### src/hw/rtl/quantized_bilinear_blend_top_defines.svh
// Assertion helpers shared by the blend datapath modules.
`ifndef QUANTIZED_BILINEAR_BLEND_TOP_DEFINES_SVH
`define QUANTIZED_BILINEAR_BLEND_TOP_DEFINES_SVH

// Same-cycle implication, disabled during reset.
`define QBB_ASSERT_IMP(label, clk, rst_n, ante, cons, msg) \
    label: assert property (@(posedge clk) disable iff (!rst_n) (ante) |-> (cons)) \
        else $error(msg);

// Next-cycle implication, disabled during reset.
`define QBB_ASSERT_NXT(label, clk, rst_n, ante, cons, msg) \
    label: assert property (@(posedge clk) disable iff (!rst_n) (ante) |=> (cons)) \
        else $error(msg);

`endif

### src/hw/rtl/qbb_pkg.sv
`timescale 1ns / 1ps

package qbb_pkg;

    localparam int PIX_W       = 8;
    localparam int MULT_BITS   = 24;
    localparam int SHIFT_W     = 6;
    localparam int OBITS_W     = 4;
    localparam int BLEND_ONE   = 255;
    localparam int BLEND_ROUND = 1 << 15;
    localparam int BLEND_SHIFT = 16;
    localparam int ZP_SCALE    = BLEND_ONE * BLEND_ONE;

    localparam int APB_DATA_W  = 32;
    localparam int APB_ADDR_W  = 5;
    localparam int REG_IDX_W   = 3;

    localparam logic [REG_IDX_W-1:0] REG_IN_ZP   = 3'd0;
    localparam logic [REG_IDX_W-1:0] REG_OUT_ZP  = 3'd1;
    localparam logic [REG_IDX_W-1:0] REG_MULT    = 3'd2;
    localparam logic [REG_IDX_W-1:0] REG_SHIFT   = 3'd3;
    localparam logic [REG_IDX_W-1:0] REG_OBITS   = 3'd4;
    localparam logic [REG_IDX_W-1:0] REG_BYPASS  = 3'd5;

    localparam logic [PIX_W-1:0]     RST_IN_ZP   = 8'd0;
    localparam logic [PIX_W-1:0]     RST_OUT_ZP  = 8'd0;
    localparam logic [MULT_BITS-1:0] RST_MULT    = 24'd8388608;
    localparam logic [SHIFT_W-1:0]   RST_SHIFT   = 6'd23;
    localparam logic [OBITS_W-1:0]   RST_OBITS   = 4'd8;

    typedef struct packed {
        logic [PIX_W-1:0]     in_zero_point;
        logic [PIX_W-1:0]     out_zero_point;
        logic [MULT_BITS-1:0] scale_mult;
        logic [SHIFT_W-1:0]   scale_shift;
        logic [OBITS_W-1:0]   out_bits;
        logic                 bypass_blend;
    } qbb_cfg_t;

endpackage

### src/hw/rtl/qbb_cfg.sv
`timescale 1ns / 1ps

module qbb_cfg
    import qbb_pkg::*;
(
    input  logic                  clk,
    input  logic                  rst_n,
    input  logic                  psel,
    input  logic                  penable,
    input  logic                  pwrite,
    input  logic [APB_ADDR_W-1:0] paddr,
    input  logic [APB_DATA_W-1:0] pwdata,
    output logic [APB_DATA_W-1:0] prdata,
    output logic                  pready,
    output qbb_cfg_t              cfg
);

    qbb_cfg_t                cfg_reg;
    qbb_cfg_t                cfg_next;
    logic                    wr_en;
    logic [REG_IDX_W-1:0]    idx;

    assign pready = 1'b1;
    assign wr_en  = psel && penable && pwrite;
    assign idx    = paddr[APB_ADDR_W-1:2];
    assign cfg    = cfg_reg;

    always_comb
    begin
        cfg_next = cfg_reg;
        if (wr_en)
        begin
            case (idx)
                REG_IN_ZP:  cfg_next.in_zero_point  = pwdata[PIX_W-1:0];
                REG_OUT_ZP: cfg_next.out_zero_point = pwdata[PIX_W-1:0];
                REG_MULT:   cfg_next.scale_mult     = pwdata[MULT_BITS-1:0];
                REG_SHIFT:  cfg_next.scale_shift    = pwdata[SHIFT_W-1:0];
                REG_OBITS:  cfg_next.out_bits       = pwdata[OBITS_W-1:0];
                REG_BYPASS: cfg_next.bypass_blend   = pwdata[0];
                default:    cfg_next = cfg_reg;
            endcase
        end
    end

    always_ff @(posedge clk or negedge rst_n)
    begin
        if (!rst_n)
        begin
            cfg_reg.in_zero_point  <= RST_IN_ZP;
            cfg_reg.out_zero_point <= RST_OUT_ZP;
            cfg_reg.scale_mult     <= RST_MULT;
            cfg_reg.scale_shift    <= RST_SHIFT;
            cfg_reg.out_bits       <= RST_OBITS;
            cfg_reg.bypass_blend   <= 1'b0;
        end
        else
        begin
            cfg_reg <= cfg_next;
        end
    end

    always_comb
    begin
        case (idx)
            REG_IN_ZP:  prdata = APB_DATA_W'(cfg_reg.in_zero_point);
            REG_OUT_ZP: prdata = APB_DATA_W'(cfg_reg.out_zero_point);
            REG_MULT:   prdata = APB_DATA_W'(cfg_reg.scale_mult);
            REG_SHIFT:  prdata = APB_DATA_W'(cfg_reg.scale_shift);
            REG_OBITS:  prdata = APB_DATA_W'(cfg_reg.out_bits);
            REG_BYPASS: prdata = APB_DATA_W'(cfg_reg.bypass_blend);
            default:    prdata = '0;
        endcase
    end

endmodule

### config.mk
export PLATFORM = sky130hd
export DESIGN_NAME = qbb_cfg
export DESIGN_NICKNAME = d
export VERILOG_FILES = /design/src/hw/rtl/quantized_bilinear_blend_top_defines.svh /design/src/hw/rtl/qbb_pkg.sv /design/src/hw/rtl/qbb_cfg.sv
export SDC_FILE = /design/constraint.sdc
export NUM_CORES = 1
export LEC_CHECK = 0
export ABC_AREA = 1
export BUFFER_PORTS_ARGS = -buffer_cell sky130_fd_sc_hd__buf_2
export CAP_MARGIN = 20
export CORE_ASPECT_RATIO = 1.75
export CORE_MARGIN = 4
export CORE_UTILIZATION = 45
export DETAILED_ROUTE_END_ITERATION = 8
export HOLD_SLACK_MARGIN = 0.03
export PLACE_DENSITY = 0.78
export SYNTH_ARGS = -nofsm -noshare
export SYNTH_HDL_FRONTEND = slang
export SYNTH_SLANG_ARGS = --single-unit
### constraint.sdc
create_clock -name clk -period 0.9 [get_ports clk]
set_input_delay 0.09 -clock clk [delete_from_list [all_inputs] [get_ports clk]]
set_output_delay 0.09 -clock clk [all_outputs]
set_load 0.01 [all_outputs]
# Word-level counts from Yosys, hierarchy flattened
# Index checks and enable logic that the tools add are counted.
# word_totals
input_bits	42
ff_bits	51
wordCells	21
out_inout_bits	84
# op_classes
reduce_logical	9
muxes	1
n_eq_ne	5
# ops
op	count
$pmux W24 S6	1
$reduce_and A2 Y1	6
$eq A3 B2 Y1 const B	2
$eq A3 B3 Y1 const B	2
$eq A3 B1 Y1 const B	1
$logic_not A3 Y1	1
$logic_and A1 B1 Y1	2

# Longest topological paths before layout
# depth
word_depth	3
depth_mapped	8
mapped_depth_nobuf	6

# Least setup slack after synthesis
# No wires, ideal clock.
# synth_timing
path_kind	input -> register
start	input paddr[4]
end	register cfg_reg, in the netlist cfg[14]
slack_ps	-64
arrival_time_ps	844
required_time_ps	780
setup_time_ps	120
path_buffers	2
cell_stages	8
path_cell_list	buf_4 > inv_4 > nand3_4 > inv_2 > nand2_4 > buf_6 > nand2_1 > o21ai_2
# synth_via
elab_chain_len	2
# synth_rtl
element	line	source
start, declared	qbb_cfg.sv:11	input logic [APB_ADDR_W-1:0] paddr,
$eq A3 B2 Y1	qbb_cfg.sv:33	case (idx)
$reduce_and A2 Y1 (no line)	n/a	
end signal, assigned	qbb_cfg.sv:58	cfg_reg <= cfg_next;
end, declared	qbb_cfg.sv:18	qbb_cfg_t cfg_reg;
# No other way between the ends.
# A chain may end at the register's enable or synchronous reset.

# Worst setup path after layout
# layout_timing
start	register cfg_reg, in the netlist cfg[9]
end	output prdata[4]
# layout_via
elab_chain_len	1
# layout_rtl
element	line	source
$pmux W24 S6	qbb_cfg.sv:64	case (idx)
end, declared	qbb_cfg.sv:13	output logic [APB_DATA_W-1:0] prdata,
# No other way between the ends.

==> results_tabular.tex <==
\begin{tabular}{lr}
\hline
Metric & Value \\
\hline
\multicolumn{2}{l}{\textbf{Clocking}} \\
\quad Clock tree from TritonCTS & yes \\
\quad Clock-pin slew reported for the worst setup and hold paths after clock tree synthesis & 0.11 ns \\
\quad Max Buffers Root-to-Sink & 2 \\
\quad Root Driver & sky130\_fd\_sc\_hd\_\_clkbuf\_8 \\
\quad Clock sink total & 51 \\
\quad CTS HTree Levels & 2 \\
\quad CTS buffer count & 5 \\
\quad Clock latency at the later pin of the worst-skew pair & 0.30 ns \\
\multicolumn{2}{l}{\textbf{Timing}} \\
\quad Pins over their slew limit & 0 \\
\quad Crit share post-route & 1.53 \\
\quad Minimum hold slack & 0.0340 ns \\
\quad Number of hold-slack violations in the final timing report & 0 \\
\quad Final setup fails & 78 \\
\quad Fin worst setup slack & -0.480 ns \\
\quad RSZ-0062 raised after global routing & yes \\
\quad Period minus WS final & 1.38 ns \\
\quad Fmax & 724 MHz \\
\quad Clock skew after layout & 0 ns \\
\multicolumn{2}{l}{\textbf{Setup path}} \\
\quad Cell chain of the critical path & inv\_2 -> nor2\_2 -> a21oi\_1 -> nand2\_1 -> buf\_6 \\
\quad Setup crit end kind & output pin \\
\quad Critical Path Start Type & register \\
\quad Maximum fanout count along the critical path & 2 \\
\quad Startpoint-to-endpoint class of the critical path & register to output pin \\
\quad Req. time, crit path & 0.81 ns \\
\quad Critical-path top delay cell & sky130\_fd\_sc\_hd\_\_dfstp\_2 \\
\quad Worst path arrival time & between 1 and 1.5 ns \\
\quad Stage delay of the slowest cell on the critical path & 0.56 ns \\
\multicolumn{2}{l}{\textbf{Die}} \\
\quad Initial standard-cell utilization of the core & 0.469 \\
\quad Core area & 0.00568 mm² \\
\quad Placement row count & 36 \\
\quad Top Ports & 126 \\
\quad Die Y-Extent & 110 µm \\
\quad Die width & 66.1 µm \\
\quad Die outline area & 0.00726 mm² \\
\multicolumn{2}{l}{\textbf{Synth}} \\
\quad Seq/Total Area, Yosys & 0.482 \\
\quad Yosys warnings & 0 \\
\quad Syn Std Cell Area & 0.00266 mm² \\
\quad Cell variety after synth & 23 \\
\quad Commonest cells in the synthesized netlist & sky130\_fd\_sc\_hd\_\_nand2\_1 (91), sky130\_fd\_sc\_hd\_\_dfrtp\_1 (45), sky130\_fd\_sc\_hd\_\_inv\_1 (39) \\
\quad Instance count of the mapped netlist & 329 \\
\quad Most frequent cell after synthesis & sky130\_fd\_sc\_hd\_\_nand2\_1 \\
\quad Flops \& latches, synth & 51 \\
\quad Top FF cell, synth & sky130\_fd\_sc\_hd\_\_dfrtp\_1 \\
\quad Largest area contributor in the synthesized netlist & sky130\_fd\_sc\_hd\_\_dfrtp\_1 \\
\quad EDFF count, synth & 0 \\
\quad Fraction of registers with async set/reset & 1.00 \\
\quad Main area contributors after synthesis & sky130\_fd\_sc\_hd\_\_dfrtp\_1 (42\%), sky130\_fd\_sc\_hd\_\_nand2\_1 (13\%), sky130\_fd\_sc\_hd\_\_dfstp\_2 (5.9\%) \\
\quad Portion of synthesized cell area occupied by the leading cell type & 0.423 \\
\quad Avg Cell Area, Syn & 8.09 µm² \\
\multicolumn{2}{l}{\textbf{Placed design}} \\
\quad Setup Slack @ Placement & -0.304 ns \\
\quad Detail Placement HPWL & 5.65 mm \\
\quad DP Cell Count & between 500 and 600 \\
\quad Input/output buffers & 106 \\
\quad GP Congestion & 0.859 \\
\multicolumn{2}{l}{\textbf{Drt}} \\
\quad Wire per inst & 17.5 µm \\
\quad Detailed-routing iteration count for the pre-antenna-repair pass & 4 \\
\quad Total DRC errors in the routed layout & 0 \\
\quad Number of nets with antenna violations after detailed routing & 0 \\
\quad Drt first-iter violations & approximately 270 \\
\quad Total length of routed wires & 10.4 mm \\
\quad Total number of vias & 3115 \\
\quad Number of vias per cell after detailed routing & 5.23 \\
\multicolumn{2}{l}{\textbf{Global routing}} \\
\quad Maximum number of pins on one net before global-route repair & 52 \\
\quad Global-route wire length before repair & 13.7 mm \\
\quad Total congestion overflow & 0 \\
\quad Initial antenna violation count & 0 \\
\quad GRT Resource Usage Total & 0.247 \\
\quad Vias in the first global route & slightly below 3000 \\
\multicolumn{2}{l}{\textbf{Layout}} \\
\quad Area overhead of the layout relative to synthesis & 66.0\% \\
\quad Total number of nets in the final design & 561 \\
\quad Non-Filler Instances & 596 \\
\quad ANT cells & 0 \\
\quad Largest register FFs & 51 \\
\quad Proportion of layout cells with a drive suffix above 1 & 0.488 \\
\multicolumn{2}{l}{\textbf{Status}} \\
\quad Run status & finished with violations \\
\quad Failing checks & setup timing \\
\multicolumn{2}{l}{\textbf{Power}} \\
\quad Largest vdd supply drop & between 1 and 1.5 mV \\
\quad Total power of the final layout & 0.00835 W \\
\quad Leak pwr & 2.41 nW \\
\quad PD cells & 1890 mW/mm² \\
\multicolumn{2}{l}{\textbf{Worst hold path}} \\
\quad Type of the worst min-delay path & input pin to register \\
\multicolumn{2}{l}{\textbf{Flow run}} \\
\quad Max-cap viol count & 0 \\
\hline
\end{tabular}
==> metal layers <==
metal | part of all wire | GRT usage
met4 | 0.060 | 0.164
met5 | 0 | 0
met3 | 0.057 | 0.0358
met2 | 0.55 | 0.435
met1 | 0.33 | 0.266
==> cell type report <==
cell class / instances / area (µm²)
repair buffers: 200 / 1600
flip-flops and latches: 51 / 1280
fillers: 340 / 1250
multi-input cells: 215 / 1120
inverters: 46 / 185
well taps: 76 / 95.1
clock buffers: 5 / 68.8
clock inverters: 3 / 67.6
==> what timing repair did <==
action | in CTS | in global routing
pin swaps | 28 | 13
hold buffers | 18 | 2
endpoints found under the setup margin | 75 | 109
endpoints found under the hold margin | 68 | 2
resized for setup | 46 | 53
setup buffers | 21 | 30
==> worst paths after layout <==
| check | start | to | slack, ns | cells after the start |
|---|---|---|---|---|
| worst min register to register | cfg[7] | cfg[7] | 0.49 | 2 |
| min in group asynchronous | rst_n | cfg[23] | 0.29 | 3 |
| worst max-delay path | cfg[9] | prdata[4] | -0.48 | 5 |
| worst min-delay path | pwdata[20] | cfg[31] | 0.03 | 3 |
| max in group asynchronous | rst_n | cfg[4] | 0.31 | 3 |
| worst max register to register | cfg[6] | cfg[6] | -0.08 | 5 |
==> where the power goes <==
part / switching, W / leakage [nW] / internal, W
clock: 0.000805 / 0.0644 / 0.00111
combinational: 0.00150 / 1.71 / 0.00177
sequential: 0.000401 / 0.643 / 0.00276
==> placed cells by master (no fill, tap or decap), drive strengths merged <==
master and n:
dfstp 6, nand3 32, a21oi 3, dfrtp 45, dlygate4sd3 20, nand2 94, bufinv 2, clkinvlp 1
nor2 30, conb 9, o21ai 39, nand4 8, clkbuf 5, buf 180, inv 46
==> critical path, delay by kind of cell (launching register included) <==
kind,cells,cell delay [ns]
and+or+nand+nor,2,0.20
buffers and inverters,2,0.16
DFF,1,0.56
AOI/OAI and AO/OA,1,0.07
==> per-stage QoR <==
step | util | setup TNS, ns | instance area (µm²)
floorplan | - | -0.000908 | 2730
global placement | 0.610 | -10.95 | 3460
global route | 0.779 | -15.37 | 4420
detailed placement | 0.610 | -13.29 | 3460
finish | 0.779 | -12.23 | 4420
CTS | 0.726 | -9.75 | 4120
==> kinds of logic (layout without fill, tap and decap cells) <==
family / Yosys count / count (layout) / synth area share
AOI/OAI and AO/OA: 42 / 42 / 0.102
and+or+nand+nor: 164 / 164 / 0.274
other: 2 / 9 / 0.00282
DFF: 51 / 51 / 0.482
buffers and inverters: 70 / 254 / 0.139
Note: power is estimated with default switching activity, not from simulation.
